$ cat config.mk
export PLATFORM = sky130hd
export DESIGN_NAME = prev_day_breakout_trade_signal_top
export DESIGN_NICKNAME = d
export VERILOG_FILES = /design/src/hdl/brk_pkg.sv /design/src/hdl/brk_in_stage.sv /design/src/hdl/brk_core.sv /design/src/hdl/prev_day_breakout_trade_signal_top.sv
export VERILOG_INCLUDE_DIRS = /design/src /design/src/hdl
export SDC_FILE = /design/constraint.sdc
export NUM_CORES = 2
export LEC_CHECK = 0
export ABC_CLOCK_PERIOD_IN_PS = 13500
export BUFFER_PORTS_ARGS = -buffer_cell sky130_fd_sc_hd__buf_2
export CAP_MARGIN = 20
export CORE_MARGIN = 2
export CORE_UTILIZATION = 40
export CTS_CLUSTER_DIAMETER = 60
export DETAILED_ROUTE_END_ITERATION = 6
export PLACE_DENSITY = 0.54
export SLEW_MARGIN = 0
export SYNTH_ARGS = -nofsm -noshare
export SYNTH_HDL_FRONTEND = slang
export SYNTH_SLANG_ARGS = --single-unit
$ cat constraint.sdc
create_clock -name clk -period 13.5 [get_ports clk]
set_input_delay 2.7 -clock clk [delete_from_list [all_inputs] [get_ports clk]]
set_output_delay 2.7 -clock clk [all_outputs]
set_load 0.01 [all_outputs]
$ cat src/hdl/prev_day_breakout_trade_signal_top_defines.svh
// Assertion helpers for the breakout signal block.
// Both expect clk and rst in scope; checks are off while rst is high.
`ifndef PREV_DAY_BREAKOUT_TRADE_SIGNAL_TOP_DEFINES_SVH
`define PREV_DAY_BREAKOUT_TRADE_SIGNAL_TOP_DEFINES_SVH

// antecedent implies consequent in the same cycle
`define BRK_ASSERT_SAME(lbl, ante, cons, msg) \
  lbl: assert property (@(posedge clk) disable iff (rst) (ante) |-> (cons)) \
    else $error(msg);

// antecedent implies consequent in the next cycle
`define BRK_ASSERT_NEXT(lbl, ante, cons, msg) \
  lbl: assert property (@(posedge clk) disable iff (rst) (ante) |=> (cons)) \
    else $error(msg);

`endif

$ cat src/hdl/brk_pkg.sv
package brk_pkg;

  localparam int PRICE_BITS_DEF = 24;
  localparam int LOT_W          = 16;
  localparam int BPD_W          = 10;
  localparam int CFG_IDX_W      = 2;
  localparam int CFG_DATA_W     = 16;
  localparam int COUNT_W        = 32;
  localparam int PROFIT_W       = 64;

  localparam logic [LOT_W-1:0] LOT_RST = 16'd1000;
  localparam logic [BPD_W-1:0] BPD_RST = 10'd375;

  // configuration register indexes
  localparam logic [CFG_IDX_W-1:0] CFG_LOT_SIZE     = 2'd0;
  localparam logic [CFG_IDX_W-1:0] CFG_BARS_PER_DAY = 2'd1;

  // result event codes
  localparam logic [1:0] EV_NONE        = 2'd0;
  localparam logic [1:0] EV_BUY         = 2'd1;
  localparam logic [1:0] EV_STOP_SELL   = 2'd2;
  localparam logic [1:0] EV_PROFIT_SELL = 2'd3;

  typedef struct packed {
    logic [LOT_W-1:0] lot;
    logic [BPD_W-1:0] bars_per_day;
  } cfg_t;

  // handshake between input stage and core
  typedef struct packed {
    logic stage_valid;  // input register holds a bar
    logic advance;      // bar moves into the result register this cycle
  } flow_t;

  function automatic logic signed [PROFIT_W-1:0] sat_add(
    input logic signed [PROFIT_W-1:0] a,
    input logic signed [PROFIT_W-1:0] b
  );
    logic signed [PROFIT_W-1:0] s;
    logic signed [PROFIT_W-1:0] res;
    s = a + b;
    res = s;
    if (a[PROFIT_W-1] == b[PROFIT_W-1] && s[PROFIT_W-1] != a[PROFIT_W-1]) begin
      res = a[PROFIT_W-1] ? {1'b1, {(PROFIT_W-1){1'b0}}} : {1'b0, {(PROFIT_W-1){1'b1}}};
    end
    return res;
  endfunction

endpackage

$ cat src/hdl/brk_in_stage.sv
module brk_in_stage #(
  parameter int PRICE_BITS = brk_pkg::PRICE_BITS_DEF
) (
  input  logic                                 clk,
  input  logic                                 rst,
  input  logic                                 load,
  input  logic                                 advance,
  input  brk_pkg::cfg_t                        cfg,
  input  logic [PRICE_BITS-1:0]                bar_high,
  input  logic [PRICE_BITS-1:0]                bar_low,
  input  logic [PRICE_BITS-1:0]                bar_close,
  output logic                                 stage_valid,
  output logic [PRICE_BITS-1:0]                st_high,
  output logic [PRICE_BITS-1:0]                st_low,
  output logic [PRICE_BITS-1:0]                st_close,
  output logic [brk_pkg::LOT_W+PRICE_BITS-1:0] st_money
);

  localparam int MW = brk_pkg::LOT_W + PRICE_BITS;

  always_ff @(posedge clk) begin
    if (rst) begin
      stage_valid <= 1'b0;
    end else if (load) begin
      stage_valid <= 1'b1;
    end else if (advance) begin
      stage_valid <= 1'b0;
    end
  end

  // trade value is formed here so the state loop only sees an add
  always_ff @(posedge clk) begin
    if (load) begin
      st_high  <= bar_high;
      st_low   <= bar_low;
      st_close <= bar_close;
      st_money <= MW'(cfg.lot) * MW'(bar_close);
    end
  end

endmodule

$ cat src/hdl/brk_core.sv
module brk_core #(
  parameter int PRICE_BITS = brk_pkg::PRICE_BITS_DEF
) (
  input  logic                                 clk,
  input  logic                                 rst,
  input  brk_pkg::cfg_t                        cfg,
  input  brk_pkg::flow_t                       flow,
  input  logic                                 out_ready,
  input  logic [PRICE_BITS-1:0]                st_high,
  input  logic [PRICE_BITS-1:0]                st_low,
  input  logic [PRICE_BITS-1:0]                st_close,
  input  logic [brk_pkg::LOT_W+PRICE_BITS-1:0] st_money,
  output logic                                 out_valid,
  output logic [1:0]                           event_res,
  output logic                                 position_open,
  output logic                                 warming_up,
  output logic [brk_pkg::COUNT_W-1:0]          trade_count,
  output logic signed [brk_pkg::PROFIT_W-1:0]  net_profit,
  output logic [PRICE_BITS-1:0]                entry_price
);

  localparam int BW = brk_pkg::BPD_W;
  localparam int CW = brk_pkg::COUNT_W;
  localparam int PW = brk_pkg::PROFIT_W;
  localparam int MW = brk_pkg::LOT_W + PRICE_BITS;
  localparam int SW = PRICE_BITS + 4;  // signed compare width

  logic                  warmup_phase, warmup_phase_next;
  logic [BW-1:0]         bar_counter, bar_counter_next;
  logic [PRICE_BITS-1:0] base_high, base_high_next;
  logic [PRICE_BITS-1:0] base_low, base_low_next;
  logic [PRICE_BITS-1:0] day_high, day_high_next;
  logic [PRICE_BITS-1:0] day_low, day_low_next;
  logic                  holding, holding_next;
  logic [PRICE_BITS-1:0] buy_level, buy_level_next;
  logic [CW-1:0]         trades_done, trades_done_next;
  logic signed [PW-1:0]  profit_acc, profit_acc_next;
  logic [1:0]            event_next;

  logic [BW-1:0]         bpd;
  logic [BW:0]           cnt_inc;
  logic [BW-1:0]         cnt_base;
  logic [PRICE_BITS-1:0] day_high_base, day_low_base;
  logic signed [SW-1:0]  range_s, buy_s, lo_s, hi_s;
  logic signed [PW-1:0]  money;
  logic [CW-1:0]         trades_inc;

  assign bpd        = (cfg.bars_per_day == '0) ? BW'(1) : cfg.bars_per_day;
  assign money      = $signed({{(PW-MW){1'b0}}, st_money});
  assign trades_inc = (trades_done == '1) ? trades_done : trades_done + CW'(1);

  always_comb begin
    warmup_phase_next  = warmup_phase;
    bar_counter_next   = bar_counter;
    base_high_next     = base_high;
    base_low_next      = base_low;
    day_high_next      = day_high;
    day_low_next       = day_low;
    holding_next       = holding;
    buy_level_next     = buy_level;
    trades_done_next   = trades_done;
    profit_acc_next    = profit_acc;
    event_next         = brk_pkg::EV_NONE;
    cnt_inc            = {1'b0, bar_counter} + (BW+1)'(1);
    cnt_base           = bar_counter;
    day_high_base      = day_high;
    day_low_base       = day_low;
    range_s            = '0;
    buy_s              = $signed({4'b0, buy_level});
    lo_s               = $signed({4'b0, st_low});
    hi_s               = $signed({4'b0, st_high});

    if (warmup_phase) begin
      if (st_high > base_high) base_high_next = st_high;
      if (st_low < base_low) base_low_next = st_low;
      if (cnt_inc >= {1'b0, bpd}) begin
        warmup_phase_next = 1'b0;
        bar_counter_next  = '0;
        day_high_next     = '0;
        day_low_next      = '1;
      end else begin
        bar_counter_next = cnt_inc[BW-1:0];
      end
    end else begin
      // day roll: today's extremes become the baseline
      if (bar_counter >= bpd) begin
        cnt_base       = '0;
        base_high_next = day_high;
        base_low_next  = day_low;
        day_high_base  = '0;
        day_low_base   = '1;
      end
      day_high_next = (st_high > day_high_base) ? st_high : day_high_base;
      day_low_next  = (st_low < day_low_base) ? st_low : day_low_base;
      bar_counter_next = cnt_base + BW'(1);

      range_s = $signed({4'b0, base_high_next}) - $signed({4'b0, base_low_next});

      if (!holding) begin
        if (st_high > base_high_next) begin
          holding_next     = 1'b1;
          buy_level_next   = st_close;
          trades_done_next = trades_inc;
          profit_acc_next  = brk_pkg::sat_add(profit_acc, -money);
          event_next       = brk_pkg::EV_BUY;
        end
      end else if ((lo_s <<< 2) < ((buy_s <<< 2) - range_s)) begin
        holding_next     = 1'b0;
        trades_done_next = trades_inc;
        profit_acc_next  = brk_pkg::sat_add(profit_acc, money);
        event_next       = brk_pkg::EV_STOP_SELL;
      end else if (hi_s > (buy_s + range_s)) begin
        holding_next     = 1'b0;
        trades_done_next = trades_inc;
        profit_acc_next  = brk_pkg::sat_add(profit_acc, money);
        event_next       = brk_pkg::EV_PROFIT_SELL;
      end
    end
  end

  always_ff @(posedge clk) begin
    if (rst) begin
      warmup_phase  <= 1'b1;
      bar_counter   <= '0;
      base_high     <= '0;
      base_low      <= '1;
      day_high      <= '0;
      day_low       <= '1;
      holding       <= 1'b0;
      buy_level     <= '0;
      trades_done   <= '0;
      profit_acc    <= '0;
    end else if (flow.advance) begin
      warmup_phase  <= warmup_phase_next;
      bar_counter   <= bar_counter_next;
      base_high     <= base_high_next;
      base_low      <= base_low_next;
      day_high      <= day_high_next;
      day_low       <= day_low_next;
      holding       <= holding_next;
      buy_level     <= buy_level_next;
      trades_done   <= trades_done_next;
      profit_acc    <= profit_acc_next;
    end
  end

  always_ff @(posedge clk) begin
    if (rst) begin
      out_valid <= 1'b0;
    end else if (flow.advance) begin
      out_valid <= 1'b1;
    end else if (out_ready) begin
      out_valid <= 1'b0;
    end
  end

  always_ff @(posedge clk) begin
    if (flow.advance) begin
      event_res     <= event_next;
      position_open <= holding_next;
      warming_up    <= warmup_phase;
      trade_count   <= trades_done_next;
      net_profit    <= profit_acc_next;
      entry_price   <= buy_level_next;
    end
  end

endmodule

$ cat src/hdl/prev_day_breakout_trade_signal_top.sv
// Previous-day high/low breakout signal, one result beat per bar beat.
// Input channel: in_valid/in_ready with bar_high, bar_low, bar_close.
// Output channel: out_valid/out_ready with event_res, position_open,
// warming_up, trade_count, net_profit and entry_price.
// Config: cfg_we writes cfg_data into register cfg_index (0 trade size,
// 1 bars per day); other indexes are ignored. Write only while idle.
// A bar accepted into the input register moves on into the result register,
// where it shows on the output until out_ready takes it.
// Throughput: one bar per cycle while the output is not stalled. The
// product of lot size and close is formed in the input register stage;
// the per-bar state loop (compares, day roll, saturating profit add)
// closes combinationally between that stage and the result register.
// Stall: while out_ready is low the result holds; one more bar can wait
// in the input stage, then in_ready drops until the result is taken.
// Reset (rst, synchronous): config returns to 1000 units and 375 bars,
// warm-up restarts, both stages empty.
`include "prev_day_breakout_trade_signal_top_defines.svh"

module prev_day_breakout_trade_signal_top #(
  parameter int PRICE_BITS = brk_pkg::PRICE_BITS_DEF
) (
  input  logic                                clk,
  input  logic                                rst,
  input  logic                                cfg_we,
  input  logic [brk_pkg::CFG_IDX_W-1:0]       cfg_index,
  input  logic [brk_pkg::CFG_DATA_W-1:0]      cfg_data,
  input  logic                                in_valid,
  output logic                                in_ready,
  input  logic [PRICE_BITS-1:0]               bar_high,
  input  logic [PRICE_BITS-1:0]               bar_low,
  input  logic [PRICE_BITS-1:0]               bar_close,
  output logic                                out_valid,
  input  logic                                out_ready,
  output logic [1:0]                          event_res,
  output logic                                position_open,
  output logic                                warming_up,
  output logic [brk_pkg::COUNT_W-1:0]         trade_count,
  output logic signed [brk_pkg::PROFIT_W-1:0] net_profit,
  output logic [PRICE_BITS-1:0]               entry_price
);

  localparam int MW = brk_pkg::LOT_W + PRICE_BITS;

  brk_pkg::cfg_t  cfg;
  brk_pkg::flow_t flow;
  logic           out_free;
  logic           in_load;
  logic           stage_full;
  logic           adv;

  logic [PRICE_BITS-1:0] st_high, st_low, st_close;
  logic [MW-1:0]         st_money;

  always_ff @(posedge clk) begin
    if (rst) begin
      cfg.lot          <= brk_pkg::LOT_RST;
      cfg.bars_per_day <= brk_pkg::BPD_RST;
    end else if (cfg_we) begin
      unique case (cfg_index)
        brk_pkg::CFG_LOT_SIZE:     cfg.lot          <= cfg_data[brk_pkg::LOT_W-1:0];
        brk_pkg::CFG_BARS_PER_DAY: cfg.bars_per_day <= cfg_data[brk_pkg::BPD_W-1:0];
        default: ;
      endcase
    end
  end

  assign out_free = !out_valid || out_ready;
  assign adv      = stage_full && out_free;
  assign flow     = '{stage_valid: stage_full, advance: adv};
  assign in_ready = !stage_full || out_free;
  assign in_load  = in_valid && in_ready;

  brk_in_stage #(.PRICE_BITS(PRICE_BITS)) u_in_stage (
    .clk         (clk),
    .rst         (rst),
    .load        (in_load),
    .advance     (adv),
    .cfg         (cfg),
    .bar_high    (bar_high),
    .bar_low     (bar_low),
    .bar_close   (bar_close),
    .stage_valid (stage_full),
    .st_high     (st_high),
    .st_low      (st_low),
    .st_close    (st_close),
    .st_money    (st_money)
  );

  brk_core #(.PRICE_BITS(PRICE_BITS)) u_core (
    .clk           (clk),
    .rst           (rst),
    .cfg           (cfg),
    .flow          (flow),
    .out_ready     (out_ready),
    .st_high       (st_high),
    .st_low        (st_low),
    .st_close      (st_close),
    .st_money      (st_money),
    .out_valid     (out_valid),
    .event_res     (event_res),
    .position_open (position_open),
    .warming_up    (warming_up),
    .trade_count   (trade_count),
    .net_profit    (net_profit),
    .entry_price   (entry_price)
  );

  // input backs up only when both stages are full and the output stalls
  `BRK_ASSERT_SAME(a_backpressure, !in_ready, out_valid && !out_ready && stage_full,
                   "in_ready low without a full stalled pipe")
  // a trade event always leaves the position matching its direction
  `BRK_ASSERT_SAME(a_event_pos, out_valid && event_res != brk_pkg::EV_NONE,
                   position_open == (event_res == brk_pkg::EV_BUY), "event and position disagree")
  // warm-up beats never trade
  `BRK_ASSERT_SAME(a_warm_quiet, out_valid && warming_up,
                   event_res == brk_pkg::EV_NONE && !position_open, "trade during warm-up")
  // a loaded stage moves to the output on the next cycle unless it stalls
  `BRK_ASSERT_NEXT(a_advance, adv, out_valid, "advanced bar did not reach the output")

endmodule
# Word level (Yosys, flattened, before mapping)
# Cells that the tools add are included.
# classes
muxes,55
addsub,9
mul,1
reduce_logical,17
n_lt_le_gt_ge,9
eq_ne,8
n_bitwise,1
# op_table
op,count
$mux 64,8
$mux 24,21
$mux 32,6
$gt 24x24->1,3
$add 64x41->64,1
$add 64x64->64,1
$neg 40->64,1
$mux 10,5
$lt 24x24->1,2
$mul 16x24->40,1
$add 32x1->32 const B,1
$eq 32x32->1 const B,1
$add 25x28->28,1
$gt 25x28->1,1
$lt 27x28->1,1
$sub 27x28->28,1
$sub 24x24->25,1
$mux 1,12
$add 10x1->11 const B,1
$ge 11x10->1,1
$add 10x1->10 const B,1
$ge 10x10->1,1
$logic_not 10->1,1
$reduce_and 2->1,5
11 further kinds,22
# word_totals
elab_cells,124
ff_bits,492
output_inout_bits,126

# Logic depth before layout (Yosys ltp)
# logic_depth
depth_word,12
mapped_depth,58
ltp_nobuf,50

# Cells and area by module
# From an unflattened synthesis, not the netlist that was laid out.
# hier_totals
cells_unflattened,5729
hier_area_um2,49727.7
# modules_own_cells
mod,cells_per_inst,instances,area_each_um2
brk_core,4062,1,32787.7
brk_in_stage,1552,1,15795.1
prev_day_breakout_trade_signal_top,115,1,1144.8

# Worst setup path after synthesis
# No wires, ideal clock.
# synth_path
path_type,register to register
start,register u_core.bar_counter[0]
end,register u_core.profit_acc[1]
slack_ns,3.785
setup_time_ns,0.337
path_stages_with_launch,47
arrival_time_ns,9.377
period_less_slack_ns,9.715
cell_sequence,dfxtp_1 > clkbuf_1 > inv_1 > ha_1 > nand2b_1 > a211oi_2 > or3_1 > buf_2 > nand2_4 > buf_2 > buf_1 > clkbuf_1 > nand2_1 > nand2_1 > ha_1 > inv_1 > maj3_1 > o21a_1 > [... 11 more ...] > a21o_1 > a21oi_1 > xor2_1 > ha_1 > nand4_1 > or4_1 > nor3_1 > o21ai_0 > o31a_1 > a41o_1 > or4_1 > buf_2 > and2_1 > buf_6 > buf_2 > buf_2 > o221ai_1 > a31oi_1
# synth_via
elab_chain_len,10
elab_cells_between_ends,16
cone_classes,add/sub: 3; order compare: 4; mux: 9
# synth_lines
element,line_no,text
"start, declared",brk_core.sv:29,"logic [BW-1:0] bar_counter, bar_counter_next;"
"start signal, assigned",brk_core.sv:135,bar_counter <= bar_counter_next;
$ge 10x10->1 (*),brk_core.sv:86,if (bar_counter >= bpd) begin
$mux 24,brk_core.sv:86,
$mux 24,brk_core.sv:73,if (warmup_phase) begin
$sub 24x24->25,brk_core.sv:97,"range_s = $signed({4'b0, base_high_next}) - $signed({4'b0, base_low_next});"
$add 25x28->28,brk_core.sv:112,end else if (hi_s > (buy_s + range_s)) begin
$gt 25x28->1,brk_core.sv:112,
$mux 64,brk_core.sv:112,
$mux 64,brk_core.sv:107,end else if ((lo_s <<< 2) < ((buy_s <<< 2) - range_s)) begin
$mux 64 (*),brk_core.sv:99,if (!holding) begin
$mux 64 (*),brk_core.sv:73,
"end signal, assigned",brk_core.sv:143,profit_acc <= profit_acc_next;
"end, declared",brk_core.sv:37,"logic signed [PW-1:0] profit_acc, profit_acc_next;"
# Every way passes the cells marked *; elsewhere a longest branch is shown, timed or not. The select of a mux whose other input is x is not followed.
# A chain may end at the register's enable or synchronous reset.

# Final worst setup path
# layout_path
start,"register, netlist name cfg[5]"
end,register u_core.profit_acc[14]
# layout_via
elab_chain_len,12
elab_cells_between_ends,18
cone_classes,add/sub: 3; order compare: 4; mux: 10; reduce/logical: 1
# layout_lines
element,line_no,text
$logic_not 10->1,brk_core.sv:48,assign bpd = (cfg.bars_per_day == '0) ? BW'(1) : cfg.bars_per_day;
$mux 10 (*),brk_core.sv:48,
$ge 10x10->1 (*),brk_core.sv:86,
$mux 24,brk_core.sv:86,
$mux 24,brk_core.sv:73,
$sub 24x24->25,brk_core.sv:97,
$add 25x28->28,brk_core.sv:112,
$gt 25x28->1,brk_core.sv:112,
$mux 64,brk_core.sv:112,
$mux 64,brk_core.sv:107,
$mux 64 (*),brk_core.sv:99,
$mux 64 (*),brk_core.sv:73,
# Marks and branches as above.

==> results.py <==
metrics = {
    "flow_run": {
        "max_cap_violations": 0,
    },
    "global_routing": {
        "pin_count_of_the_biggest_net_entering_global_routing": 79,
        "grtUsageTotal": 0.259,
        "grt_util_met2": 0.387,
        "grt_pass1_vias": 41600,
        "globalRoute.busiestLayer": "met2",
        "globalRoute.totalOverflow": 0,
        "groute.layer.met3.usage": 0.0394,
        "grtUsageMet1": 0.384,
        "grt_first_pass_wirelength_um": 253000,
        "antenna_violations_before_repair": 4,
    },
    "routing": {
        "route.vias.total": 43300,
        "postRouteAntennaNets": 0,
        "viasPerCell": 5.74,
        "avgRoutedWirePerCell_um": 22.0,
        "drt_first_pass_iters": 6,
        "post-route-drc-count": 0,
        "wirelength_um": 166000,
        "first_iter_violations": 4063,
    },
    "synthesis": {
        "syn_avg_cell_area_um2": 8.49,
        "synth.ff_latch_count": 492,
        "synth_top_area_frac": 0.144,
        "synth-warning-count": 0,
        "share_of_flip_flops_with_an_asynchronous_set_or_reset": 0,
        "synth_edf_count": 236,
        "postSynthCellCount": 5793,
        "synthDominantAreaCellType": "edfxtp_1",
        "netlist_top_cells_area": "edfxtp_1, fa_1, ha_1, dfxtp_1, nand2_1",
        "postSynth.topFlopCell": "dfxtp_1",
        "synthesis.area_um2": 49200,
        "synthesis.nets": 6667,
        "synthMostInstantiatedCell": "nand2_1",
        "post_synth_most_frequent_cells": "nand2_1, inv_1, ha_1",
        "synth_cell_types": 107,
        "synth-seq-area-share": 0.248,
    },
    "hold_path": {
        "min_delay_path_depth": 2,
        "hold_path.class": "reg2reg",
        "worstHoldStart": "u_core.base_low[19]",
        "worstHoldEndpoint": "u_core.base_low[19]",
    },
    "place": {
        "placement.io_buffers": 220,
        "hpwl_um": 122000,
        "dpl_worst_slack_ns": 2.26,
        "routabilityCongestion": 0.934,
    },
    "critical_path": {
        "cpPeakStageDelay_ns": 0.55,
        "critPathRequiredTime_ns": 14.09,
        "critPathKind": "reg2reg",
        "slowest_stage": "or4_1",
        "cpMostUsedCell": "ha_1",
        "critical_path_peak_fanout": 45,
        "critical_path.reg2reg.startpoint": "cfg[5]",
        "cp.arrival_ns": 12.01,
        "ff2ff_path_depth": 40,
        "sort_of_element_at_the_start_of_the_critical_path": "flop",
        "crit_path_end_kind": "flop",
        "r2r_setup_slack_ns": 2.08,
        "critical_path.reg2reg.endpoint": "u_core.profit_acc[14]",
    },
    "clocking": {
        "clockRootBuffer": "clkbuf_16",
        "insertion_delay_ns": 0.71,
        "cts_max_path_buffers": 3,
        "tritoncts_clock_tree": "yes",
        "post_cts_hold_buffer_count": 0,
        "cts_resized": 0,
        "cts_sinks": 492,
        "post_cts_buffers": 0,
        "clock_tree.htree_level_count": 3,
        "numCtsBuffers": 74,
        "cts.clk_slew.worst_paths_ns": 0.06,
    },
    "power": {
        "leakage_uw": 0.0244,
        "power.ir.vdd_worst_mv": 0.161,
        "pwr_density_cell_nw_per_um2": 146,
        "finalPower_uw": 7900,
    },
    "floorplanning": {
        "core_um2": 122000,
        "die_h_um": 355,
        "start_util": 0.403,
        "floorplan.die.width_um": 355,
        "num_rows": 128,
        "io-pin-count": 221,
        "fp.dieArea_um2": 126000,
    },
    "sta": {
        "slew_viol_final": 0,
        "hold_violations": 0,
        "clock_skew_ns": 0.0581,
        "finalSetupViolations": 0,
        "min_period_ns": 11.42,
        "finalSetupTns_ns": 0,
        "rsz0062_at_grt": "no",
        "post-route-worst-setup-slack_ns": 2.08,
        "maximum_frequency_from_static_timing_analysis_mhz": 87.6,
        "max_slew_margin": 0.271,
        "share_of_the_clock_period_used_by_the_worst_path": 0.846,
        "tightestPinTransition_ns": 1.09,
    },
    "final_layout": {
        "fraction_of_layout_cells_with_a_size_suffix_above_1": 0.0916,
        "layout-area-overhead-vs-synth_pct": 10.2,
        "final_net_count": 6727,
        "finish.utilization": 0.445,
        "register_area_um2": 12200,
        "multi_input_combinational_cell_area_um2": 33800,
        "fill_cells": 12100,
    },
    "run_status": {
        "run_status": "finished clean",
    },
}
[final cells by class]
type,count,area share
diodes,1,0.0000462
clock buffers,91,0.0359
clock inverters,47,0.00968
inverters,540,0.0376
multi-input cells,4463,0.624
flip-flops and latches,492,0.226
well taps,1625,0.0375
repair buffers,282,0.0301
[report_power, final]
| group | switching [uW] | internal [uW] |
|---|---|---|
| Clock | 827 | 1120 |
| Sequential | 147 | 1810 |
| Combinational | 2360 | 1640 |
| Total | 3330 | 4560 |
[cells in the final DEF (no fill, tap or decap), drive strengths merged, types with 43 or more instances in the layout]
cell,n
a31oi,47
nand4,49
o21ai,223
buf,281
nand3,169
and3,45
a21o,140
nand2b,56
mux2i,49
o221ai,52
ha,470
clkbuf,92
inv,551
a21oi,439
nor3,103
o21a,72
fa,309
dfxtp,256
edfxtp,236
nand2,703
nor2b,50
xor2,109
o211ai,43
nor2,460
xnor2,203
a211oi,51
and2,134
[through the flow]
stage / instance area [um^2] / instances / hold slack [ns]
global placement: 51600 / 7398 / 0.450
finish: 54200 / 7541 / 0.468
detailed placement: 51600 / 7398 / 0.456
CTS: 54100 / 7536 / 0.465
floorplan: 49200 / 5793 / 0.435
global route: 54200 / 7540 / 0.492
[registers in the layout, summed over array words and instances (netlist names), 26 cells and up]
name / cells
u_in_stage.st_money: 40
cfg: 26
u_core.trade_count: 32
u_core.profit_acc: 64
u_core.net_profit: 64
u_core.trades_done: 32
[worst max-delay path by stage]
stage	startpoint	to	slack, ns	cells after the start
2_1_floorplan	u_core.bar_counter[0]	u_core.profit_acc[1]	3.79	46
3_3_place_gp	cfg[5]	u_core.profit_acc[11]	2.43	40
3_5_place_dp	cfg[5]	u_core.profit_acc[14]	2.26	40
4_1_cts	cfg[5]	u_core.profit_acc[14]	2.17	40
5_1_grt	cfg[5]	u_core.profit_acc[14]	1.41	40
6_report	cfg[5]	u_core.profit_acc[14]	2.08	40
[routing by layer]
layer	vias up	routed length, um
li1	20300	-
met1	21100	79300
met2	1601	70400
met3	248	11900
met4	4	4190
met5	-	25
[kinds of logic (layout without fill, tap and decap cells)]
group,count (synthesis),after routing,synth area share
adders and majority gates,785,785,0.247
AOI/OAI and AO/OA,1393,1393,0.189
muxes,76,76,0.0162
other,0,1,0
xor gates and xnor gates,312,312,0.0556
and+or+nand+nor,1897,1897,0.179
buffers and inverters,838,960,0.0658
DFF,492,492,0.248
[critical path: cells and delay by family, from the launching register on]
family	cells	cell delay, ns
AOI/OAI and AO/OA	15	3.74
xor gates and xnor gates	2	0.30
adders and majority gates	6	1.80
buffers and inverters	3	0.74
DFF	1	0.31
muxes	1	0.36
and+or+nand+nor	13	3.98
No activity file was read; power rests on OpenSTA's default activity.
